`config.mk`:
```
export PLATFORM = sky130hd
export DESIGN_NAME = lsbod_angle_bin
export DESIGN_NICKNAME = d
export VERILOG_FILES = /design/src/rtl/lsbod_pkg.sv /design/src/rtl/lsbod_angle_bin.sv
export SDC_FILE = /design/constraint.sdc
export NUM_CORES = 1
export LEC_CHECK = 0
export BUFFER_PORTS_ARGS = -buffer_cell sky130_fd_sc_hd__buf_2
export CAP_MARGIN = 5
export CORE_UTILIZATION = 55
export DETAILED_ROUTE_END_ITERATION = 8
export PLACE_DENSITY = 0.75
export SLEW_MARGIN = 20
export SYNTH_ARGS = -nofsm -noshare
export SYNTH_HDL_FRONTEND = slang
export SYNTH_SLANG_ARGS = --single-unit
```
`constraint.sdc`:
```
create_clock -name vclk -period 9.7
set_clock_uncertainty 0.15 [all_clocks]
set_input_delay 0 -clock vclk [all_inputs]
set_output_delay 0 -clock vclk [all_outputs]
set_load 0.05 [all_outputs]
```
`src/rtl/lsbod_pkg.sv`:
```
// shared types, widths and constants of the lidar binning block
package lsbod_pkg;

  // field widths
  localparam int OP_W       = 2;
  localparam int DIST_W     = 16;
  localparam int ANGLE_W    = 9;
  localparam int QUAL_W     = 6;
  localparam int US_W       = 8;
  localparam int RIDX_W     = 8;
  localparam int SECT_W     = 8;
  localparam int CFG_IDX_W  = 3;
  localparam int CFG_DATA_W = 16;

  // geometry
  localparam int BINS_DEF    = 240;
  localparam int ANGLE_RANGE = 360;
  // fraction bits of the reciprocal used for angle*BINS/360
  localparam int BIN_FRAC    = 18;

  // register reset values
  localparam logic [DIST_W-1:0]  MAX_DISTANCE_RST   = 16'd2000;
  localparam logic [DIST_W-1:0]  MIN_OBST_DIST_RST  = 16'd128;
  localparam logic [DIST_W-1:0]  OBST_DIST_RST      = 16'd140;
  localparam logic [SECT_W-1:0]  SECTOR_FIRST_RST   = 8'd145;
  localparam logic [SECT_W-1:0]  SECTOR_LAST_RST    = 8'd210;
  localparam logic [US_W-1:0]    US_THRESHOLD_RST   = 8'd8;
  localparam logic [ANGLE_W-1:0] ANGLE_OFFSET_RST   = 9'd90;
  localparam logic [US_W-1:0]    US_NO_ECHO_RST     = 8'd50;
  localparam logic [US_W-1:0]    LAST_US_RST        = 8'd50;

  // item operation codes
  typedef enum logic [OP_W-1:0] {
    OP_POINT      = 2'd0,
    OP_ULTRASONIC = 2'd1,
    OP_TICK       = 2'd2,
    OP_READ       = 2'd3
  } op_t;

  // configuration register indexes
  typedef enum logic [CFG_IDX_W-1:0] {
    REG_MAX_DISTANCE  = 3'd0,
    REG_MIN_OBST_DIST = 3'd1,
    REG_OBST_DIST     = 3'd2,
    REG_SECTOR_FIRST  = 3'd3,
    REG_SECTOR_LAST   = 3'd4,
    REG_US_THRESHOLD  = 3'd5,
    REG_ANGLE_OFFSET  = 3'd6,
    REG_US_NO_ECHO    = 3'd7
  } cfg_reg_t;

endpackage

```
`src/rtl/lsbod_angle_bin.sv`:
```
// maps a point angle, less the offset, to its bin and the bin before it
module lsbod_angle_bin
  import lsbod_pkg::*;
#(
  parameter int BINS = BINS_DEF
) (
  input  logic [ANGLE_W-1:0]      angle,
  input  logic [ANGLE_W-1:0]      offset,
  output logic [$clog2(BINS)-1:0] bin_idx,
  output logic [$clog2(BINS)-1:0] prev_idx
);

  localparam int IDX_W  = $clog2(BINS);
  // ceil(BINS * 2^BIN_FRAC / 360); error stays below one bin step for angles < 360
  localparam int MULT   = (BINS * (2 ** BIN_FRAC) + ANGLE_RANGE - 1) / ANGLE_RANGE;
  localparam int MULT_W = $clog2(MULT + 1);
  localparam int PROD_W = ANGLE_W + MULT_W;

  logic [ANGLE_W-1:0] angle_m;
  logic [ANGLE_W-1:0] offset_m;
  logic [ANGLE_W:0]   wrap_sum;
  logic [ANGLE_W-1:0] rel_angle;
  logic [PROD_W-1:0]  prod;

  // reduce both to 0..359 with one subtract each
  assign angle_m  = (angle >= ANGLE_W'(ANGLE_RANGE)) ? angle - ANGLE_W'(ANGLE_RANGE) : angle;
  assign offset_m = (offset >= ANGLE_W'(ANGLE_RANGE)) ? offset - ANGLE_W'(ANGLE_RANGE) : offset;

  // relative angle, wrapped into 0..359
  assign wrap_sum  = {1'b0, angle_m} + (ANGLE_W + 1)'(ANGLE_RANGE) - {1'b0, offset_m};
  assign rel_angle = (angle_m >= offset_m) ? angle_m - offset_m : wrap_sum[ANGLE_W-1:0];

  // angle * BINS / 360 through the scaled reciprocal
  assign prod    = PROD_W'(rel_angle) * PROD_W'(MULT);
  assign bin_idx = prod[BIN_FRAC +: IDX_W];

  // neighbor bin, bin 0 wraps to the last bin
  assign prev_idx = (bin_idx == '0) ? IDX_W'(BINS - 1) : bin_idx - 1'b1;

endmodule

```
==> results of run 1 <==
==> metal layers <==
layer  vias up  share of wire  GRT usage  wire length (microns)
li1       1396              -          -                      -
met1      1283           0.47      0.305                   3080
met2        68           0.50      0.442                   3270
met3         2          0.028    0.00581                    181
met4         0         0.0023     0.0148                     15
met5         -              0          0                      0
==> final cells by class <==
| cell class | count | area [sq um] | area share |
|---|---|---|---|
| inverters | 88 | 330 | 0.0958 |
| multi-input cells | 302 | 2860 | 0.829 |
| well taps | 72 | 90.1 | 0.0261 |
| repair buffers | 34 | 170 | 0.0494 |
==> stage by stage <==
step	utilization	hold slack, ps	cells	area (sq um)	worst slack, ps
after floorplan	-	847	392	3190	1400
after global placement	0.622	1190	496	3450	1400
after detailed placement	0.622	1230	496	3450	1260
after CTS	0.622	1230	496	3450	1190
after global routing	0.622	1330	496	3450	468
final	0.622	1240	496	3450	1120
==> critical path: cells and delay by family <==
| family | cells | cell delay, ps |
|---|---|---|
| mux | 2 | 420 |
| compound gates | 13 | 3330 |
| xor+xnor | 2 | 280 |
| simple gates | 3 | 950 |
| buf+inv | 6 | 740 |
| fa+ha+maj | 7 | 2720 |
==> Yosys cell counts, drive strengths merged, types with 4 or more instances <==
library cell and count:
a21o 11, a21oi 14, a31o 8, and2 4, and3 5, fa 30, ha 67, inv 88
nand2 22, nand3 9, nor2 14, nor3 4, o211ai 6, o21ai 24, xnor2 18, xor2 14
==> cell families (layout without fill, tap and decap cells) <==
| group | after synthesis | in the layout |
|---|---|---|
| AND/OR/NAND/NOR | 79 | 79 |
| buffers and inverters | 90 | 122 |
| adder cells (fa/ha/maj) | 98 | 98 |
| multiplexers | 4 | 4 |
| XOR/XNOR | 33 | 33 |
| AO/OA/AOI/OAI | 88 | 88 |
==> path summary, 6_finish.rpt <==
| check | from | to | cells after the start |
|---|---|---|---|
| hold / removal | offset[8] | bin_idx[7] | 8 |
| setup / recovery | angle[0] | prev_idx[7] | 33 |
==> results.cfg, run 1 <==
[run_status]
status = completed

[finish]
antenna_cells = 0
drive_gt1_frac = 0.108
n_fill_cell = 500
seq_cells = 0
clkbuf_count = 0
area.growth.synth_to_final_pct = 7.91
nets = 541
mostFrequentLayoutCells = 88 x inv_1, 67 x ha_1, 34 x buf_2
layout_commonest_cell = inv_1
area.sequential_sq_um = 0

[die]
fp.dieW_microns = 78.2
die_area_sq_mm = 0.00612
io_pins = 34
die_h_microns = 78.2
initial_utilization = 0.577
row_count = 27
coreArea_sq_mm = 0.00554

[placed_design]
dp_hpwl_mm = 5.82
io_buffers = 34
gp_congestion = 0.868

[global_routing]
grt_max_degree = 14
grt_pass1_vias = 2770
antenna_found_initial = 0
grt_first_pass_wirelength_mm = 11.9
grt-ovfl-total = 0
grt_usage = 0.233

[clocking]
cts_resized = 0
cts_hold_buf = 0
post-cts-setup-buffers = 0

[worst_setup_path]
critPathMaxFanout = 8
cp.required_ps = 9550
crit_type = in -> out
startpoint_type = primary input
endpoint_kind = primary output
critPathMostFrequentCell = ha_1
critPathArrivalTime_ps = 8430
cp_slowest_stage_delay_ps = 590
slowest_stage = fa_1

[yosys]
ys_types = 54
synthSimpleGateAreaFrac = 0.131
yosys.area.top_type = ha_1
yosys-top-cells-area = ha_1 26%, fa_1 19%, inv_1 10%
synth_top_area_frac = 0.262
yosysWarnings = 0
synthCells = 392
synth_top_family_by_area = adder cells
synth_nets = 507
synthXorXnorAreaFrac = 0.101
syn_area_per_cell_sq_um = 8.15
synth-seq-area-share = 0
synthMuxAreaShare = 0.0168
synth_compound_area_frac = 0.192
netlist_area_sq_mm = 0.00319
synthAdderAreaFrac = 0.454

[drt]
first_pass_iters = 4
vias = 2749
drt_iter0_markers = 94
drcViolationCount = 0
wl_per_cell_microns = 13.2
drtAntennaViolNets = 0
vias_per_cell = 5.54
drt-total-wl_mm = 6.55

[sta]
finalSetupTns_ps = 0
fmax_ghz = 0.117
relSlewSlack = 0.485
rsz0062_at_grt = false
finalMaxSlewViolations = 0
fin_crit_sh = 0.884
finalHoldViolations = 0
tightest_slew_ps = 764
setup_viol = 0
period_needed_ps = 8580

[job]
maxCapViolCount = 0

[hold_path]
worstHoldPathType = in -> out
Power of run 1 is not shown: default switching activity piles up to over one toggle a cycle in this logic, so the estimate is an artifact.
==> run 2: changes to the inputs <==
- CELL_PAD_IN_SITES_DETAIL_PLACEMENT: unset -> 0
- CELL_PAD_IN_SITES_GLOBAL_PLACEMENT: unset -> 2
- CORE_UTILIZATION: 55 -> 38
- PLACE_DENSITY: 0.75 -> unset
- PLACE_DENSITY_LB_ADDON: unset -> 0.1
==> run 2 against run 1 <==
- die area increased by 43%
- hold slack got worse by 40 ps
- cell area increased by 1.4%
- clock-buffer cell count unchanged
- largest cell class unchanged
- fmax increased by 2.3%
- flip-flop and latch count unchanged
- first-iteration DRC count decreased by 34%
- global-route usage decreased by 6.3 points
- critical path depth unchanged
- non-clock buffer count increased by 1
- worst setup slack improved by 190 ps
- final cell count increased by 6.9%
==> results.cfg, run 2 (synthesis gave the netlist of run 1 again) <==
[sta]
finalMaxSlewViolations = 0
rsz0062_at_grt = false
finalHoldViolations = 0
fmax_ghz = 0.119
finalSetupTns_ps = 0
period_needed_ps = 8380
setup_viol = 0
relSlewSlack = 0.638
tightest_slew_ps = 539
fin_crit_sh = 0.864

[worst_setup_path]
critPathMostFrequentCell = ha_1
slowest_stage = fa_1
crit_type = in -> out
endpoint_kind = primary output
critPathArrivalTime_ps = 8230
cp.required_ps = 9550
cp_slowest_stage_delay_ps = 590
crit_buf_inv = 6
crit_family = compound AO/OA/AOI/OAI gates
critPathMaxFanout = 8
startpoint_type = primary input

[drt]
vias = 2683
drt_iter0_markers = 62
drtAntennaViolNets = 0
first_pass_iters = 4
drcViolationCount = 0
wl_per_cell_microns = 13.4
drt-total-wl_mm = 7.08
vias_per_cell = 5.06

[finish]
multi_input_area_sq_mm = 0.00286
drive_gt1_frac = 0.111
layout_commonest_cell = inv_1
mostFrequentLayoutCells = 88 x inv_1, 67 x ha_1, 34 x buf_2
clkbuf_count = 0
n_fill_cell = 875
seq_cells = 0
fin_cells = 530
antenna_cells = 0
area.sequential_sq_um = 0
area.growth.synth_to_final_pct = 9.44
nets = 542

[placed_design]
io_buffers = 34
gp_congestion = 0.778
placed_cells = 530
dp_hpwl_mm = 6.40

[die]
die_area_sq_mm = 0.00878
row_count = 33
initial_utilization = 0.391
fp.dieW_microns = 93.7
io_pins = 34
die_h_microns = 93.7
coreArea_sq_mm = 0.00818

[global_routing]
grt-ovfl-total = 0
grt_pass1_vias = 2575
grt_usage = 0.170
grt_max_degree = 14
grt_first_pass_wirelength_mm = 12.1
antenna_found_initial = 0

[clocking]
cts_resized = 0
post-cts-setup-buffers = 0
cts_hold_buf = 0

[hold_path]
worstHoldPathType = in -> out

[run_status]
status = completed

[job]
maxCapViolCount = 0
-- run 2: routing by layer --
layer | global-route usage | wire length (microns) | vias up
li1 | - | - | 1391
met1 | 0.237 | 3490 | 1243
met3 | 0.000809 | 132 | 2
met5 | 0 | 0 | -
met2 | 0.310 | 3450 | 47
met4 | 0.00513 | 14 | 0
-- run 2: worst paths after layout --
| path | startpoint | to | cells past startpoint |
|---|---|---|---|
| setup / recovery | angle[0] | prev_idx[7] | 33 |
| hold / removal | offset[8] | bin_idx[7] | 8 |
-- run 2: final cells by class --
cell class	instances	area share
Inverter	88	0.0945
Multi-Input combinational cell	302	0.817
Tap cell	105	0.0376
Timing Repair Buffer	35	0.0508
-- run 2: stage by stage --
step	setup slack, ps	utilization	cell area [sq um]	hold slack [ps]
5_1_grt	689	0.428	3500	1320
6_report	1320	0.428	3500	1200
2_1_floorplan	1400	-	3190	847
3_3_place_gp	1420	0.428	3500	1220
3_5_place_dp	1300	0.428	3500	1220
4_1_cts	1290	0.428	3500	1220
Power of run 2 is left out for the same reason.
==> run 3: changes to the inputs <==
- CORE_UTILIZATION: 38 -> 34
- clock period: 9.7 -> 7.1 ns (I/O delays scaled with it)
==> run 3 against run 2 <==
- the run now ends with negative setup slack left
- largest cell class unchanged
- routed wire length increased by 23%
- first-iteration DRC count fell by 24%
- worst setup slack lost 1500 ps
==> results.cfg, run 3 (synthesis gave the netlist of run 1 again) <==
[sta]
setup_viol = 7
finalMaxSlewViolations = 0
period_needed_ps = 7240
relSlewSlack = 0.766
finalHoldViolations = 0
fmax_ghz = 0.138
setup_ws_ps = -144
whs_ps = 1360
fin_crit_sh = 1.02
tightest_slew_ps = 349
rsz0062_at_grt = true
finalSetupTns_ps = -613

[finish]
fin_cells = 668
drive_gt1_frac = 0.460
seq_cells = 0
n_fill_cell = 867
mostFrequentLayoutCells = 125 x buf_4, 77 x inv_1, 54 x ha_1
clkbuf_count = 0
nets = 674
area.growth.synth_to_final_pct = 60.1
final_core_util = 0.559
layout_commonest_cell = buf_4
antenna_cells = 0
area.sequential_sq_um = 0

[drt]
drt-total-wl_mm = 8.68
first_pass_iters = 4
drt_iter0_markers = 47
wl_per_cell_microns = 13.0
vias = 3236
drcViolationCount = 0
drtAntennaViolNets = 0
vias_per_cell = 4.84

[worst_setup_path]
crit_type = in -> out
endpoint_kind = primary output
cp_slowest_stage_delay_ps = 550
slowest_stage = or4b_4
critPathArrivalTime_ps = 7090
critPathMaxFanout = 8
cp.required_ps = 6950
startpoint_type = primary input
critPathMostFrequentCell = inv_2

[global_routing]
grt_max_degree = 13
grt_pass1_vias = 3418
grt-ovfl-total = 0
grt_first_pass_wirelength_mm = 15.2
antenna_found_initial = 0
grt_usage = 0.187

[die]
fp.dieW_microns = 98.9
row_count = 35
io_pins = 34
die_area_sq_mm = 0.00979
coreArea_sq_mm = 0.00915
initial_utilization = 0.349
die_h_microns = 98.9

[hold_path]
worstHoldStart = angle[0]
hold_depth = 11
min_to = bin_idx[3]
worstHoldPathType = in -> out

[placed_design]
dp_hpwl_mm = 7.73
gp_congestion = 0.848
io_buffers = 34
placed_cells = 657

[job]
maxCapViolCount = 0

[run_status]
status = finished, violations left
failed_checks = negative setup slack

[clocking]
cts_hold_buf = 0
## run 3: worst max path at each step
| stage | from | end | slack [ps] | depth (start not counted) |
|---|---|---|---|---|
| floorplan | angle[0] | prev_idx[7] | 0.04 | 31 |
| global placement | offset[3] | prev_idx[7] | -630 | 36 |
| detailed placement | offset[3] | prev_idx[7] | -670 | 36 |
| CTS | angle[2] | prev_idx[7] | -220 | 35 |
| global route | angle[2] | prev_idx[7] | -470 | 35 |
| finish | angle[2] | prev_idx[7] | -140 | 36 |
## run 3: cell type report
class                      count  area (sq um)  area share
multi-input combinational    302          3350       0.656
tap                          111           139      0.0272
inverter                      88           333      0.0651
timing repair buffer         167          1290       0.252
## run 3: timing repair
action                     4_1_cts  5_1_grt
pin swaps                       38       20
setup endpoints to repair       13       15
resized for setup               65       35
buffers inserted                 8        3
## run 3: stage by stage
| stage | worst slack [ps] | cell area (sq um) |
|---|---|---|
| global route | -470 | 5110 |
| CTS | -225 | 4920 |
| floorplan | 0.0417 | 3380 |
| detailed placement | -666 | 4600 |
| global placement | -626 | 4600 |
| finish | -144 | 5110 |
## run 3: critical path, delay by kind of cell
kind | cells | cell delay [ps]
AND/OR/NAND/NOR | 3 | 840
multiplexers | 2 | 300
adder cells (fa/ha/maj) | 7 | 2280
buffers and inverters | 8 | 830
XOR/XNOR | 3 | 410
AO/OA/AOI/OAI | 13 | 2400
## run 3: per-layer routing
metal,share of wire,track usage,vias up
met3,0.024,0.00284,6
li1,-,-,1655
met2,0.53,0.375,56
met5,0,0,-
met4,0.0078,0.0126,0
met1,0.44,0.229,1519
Power of run 3 is left out for the same reason.
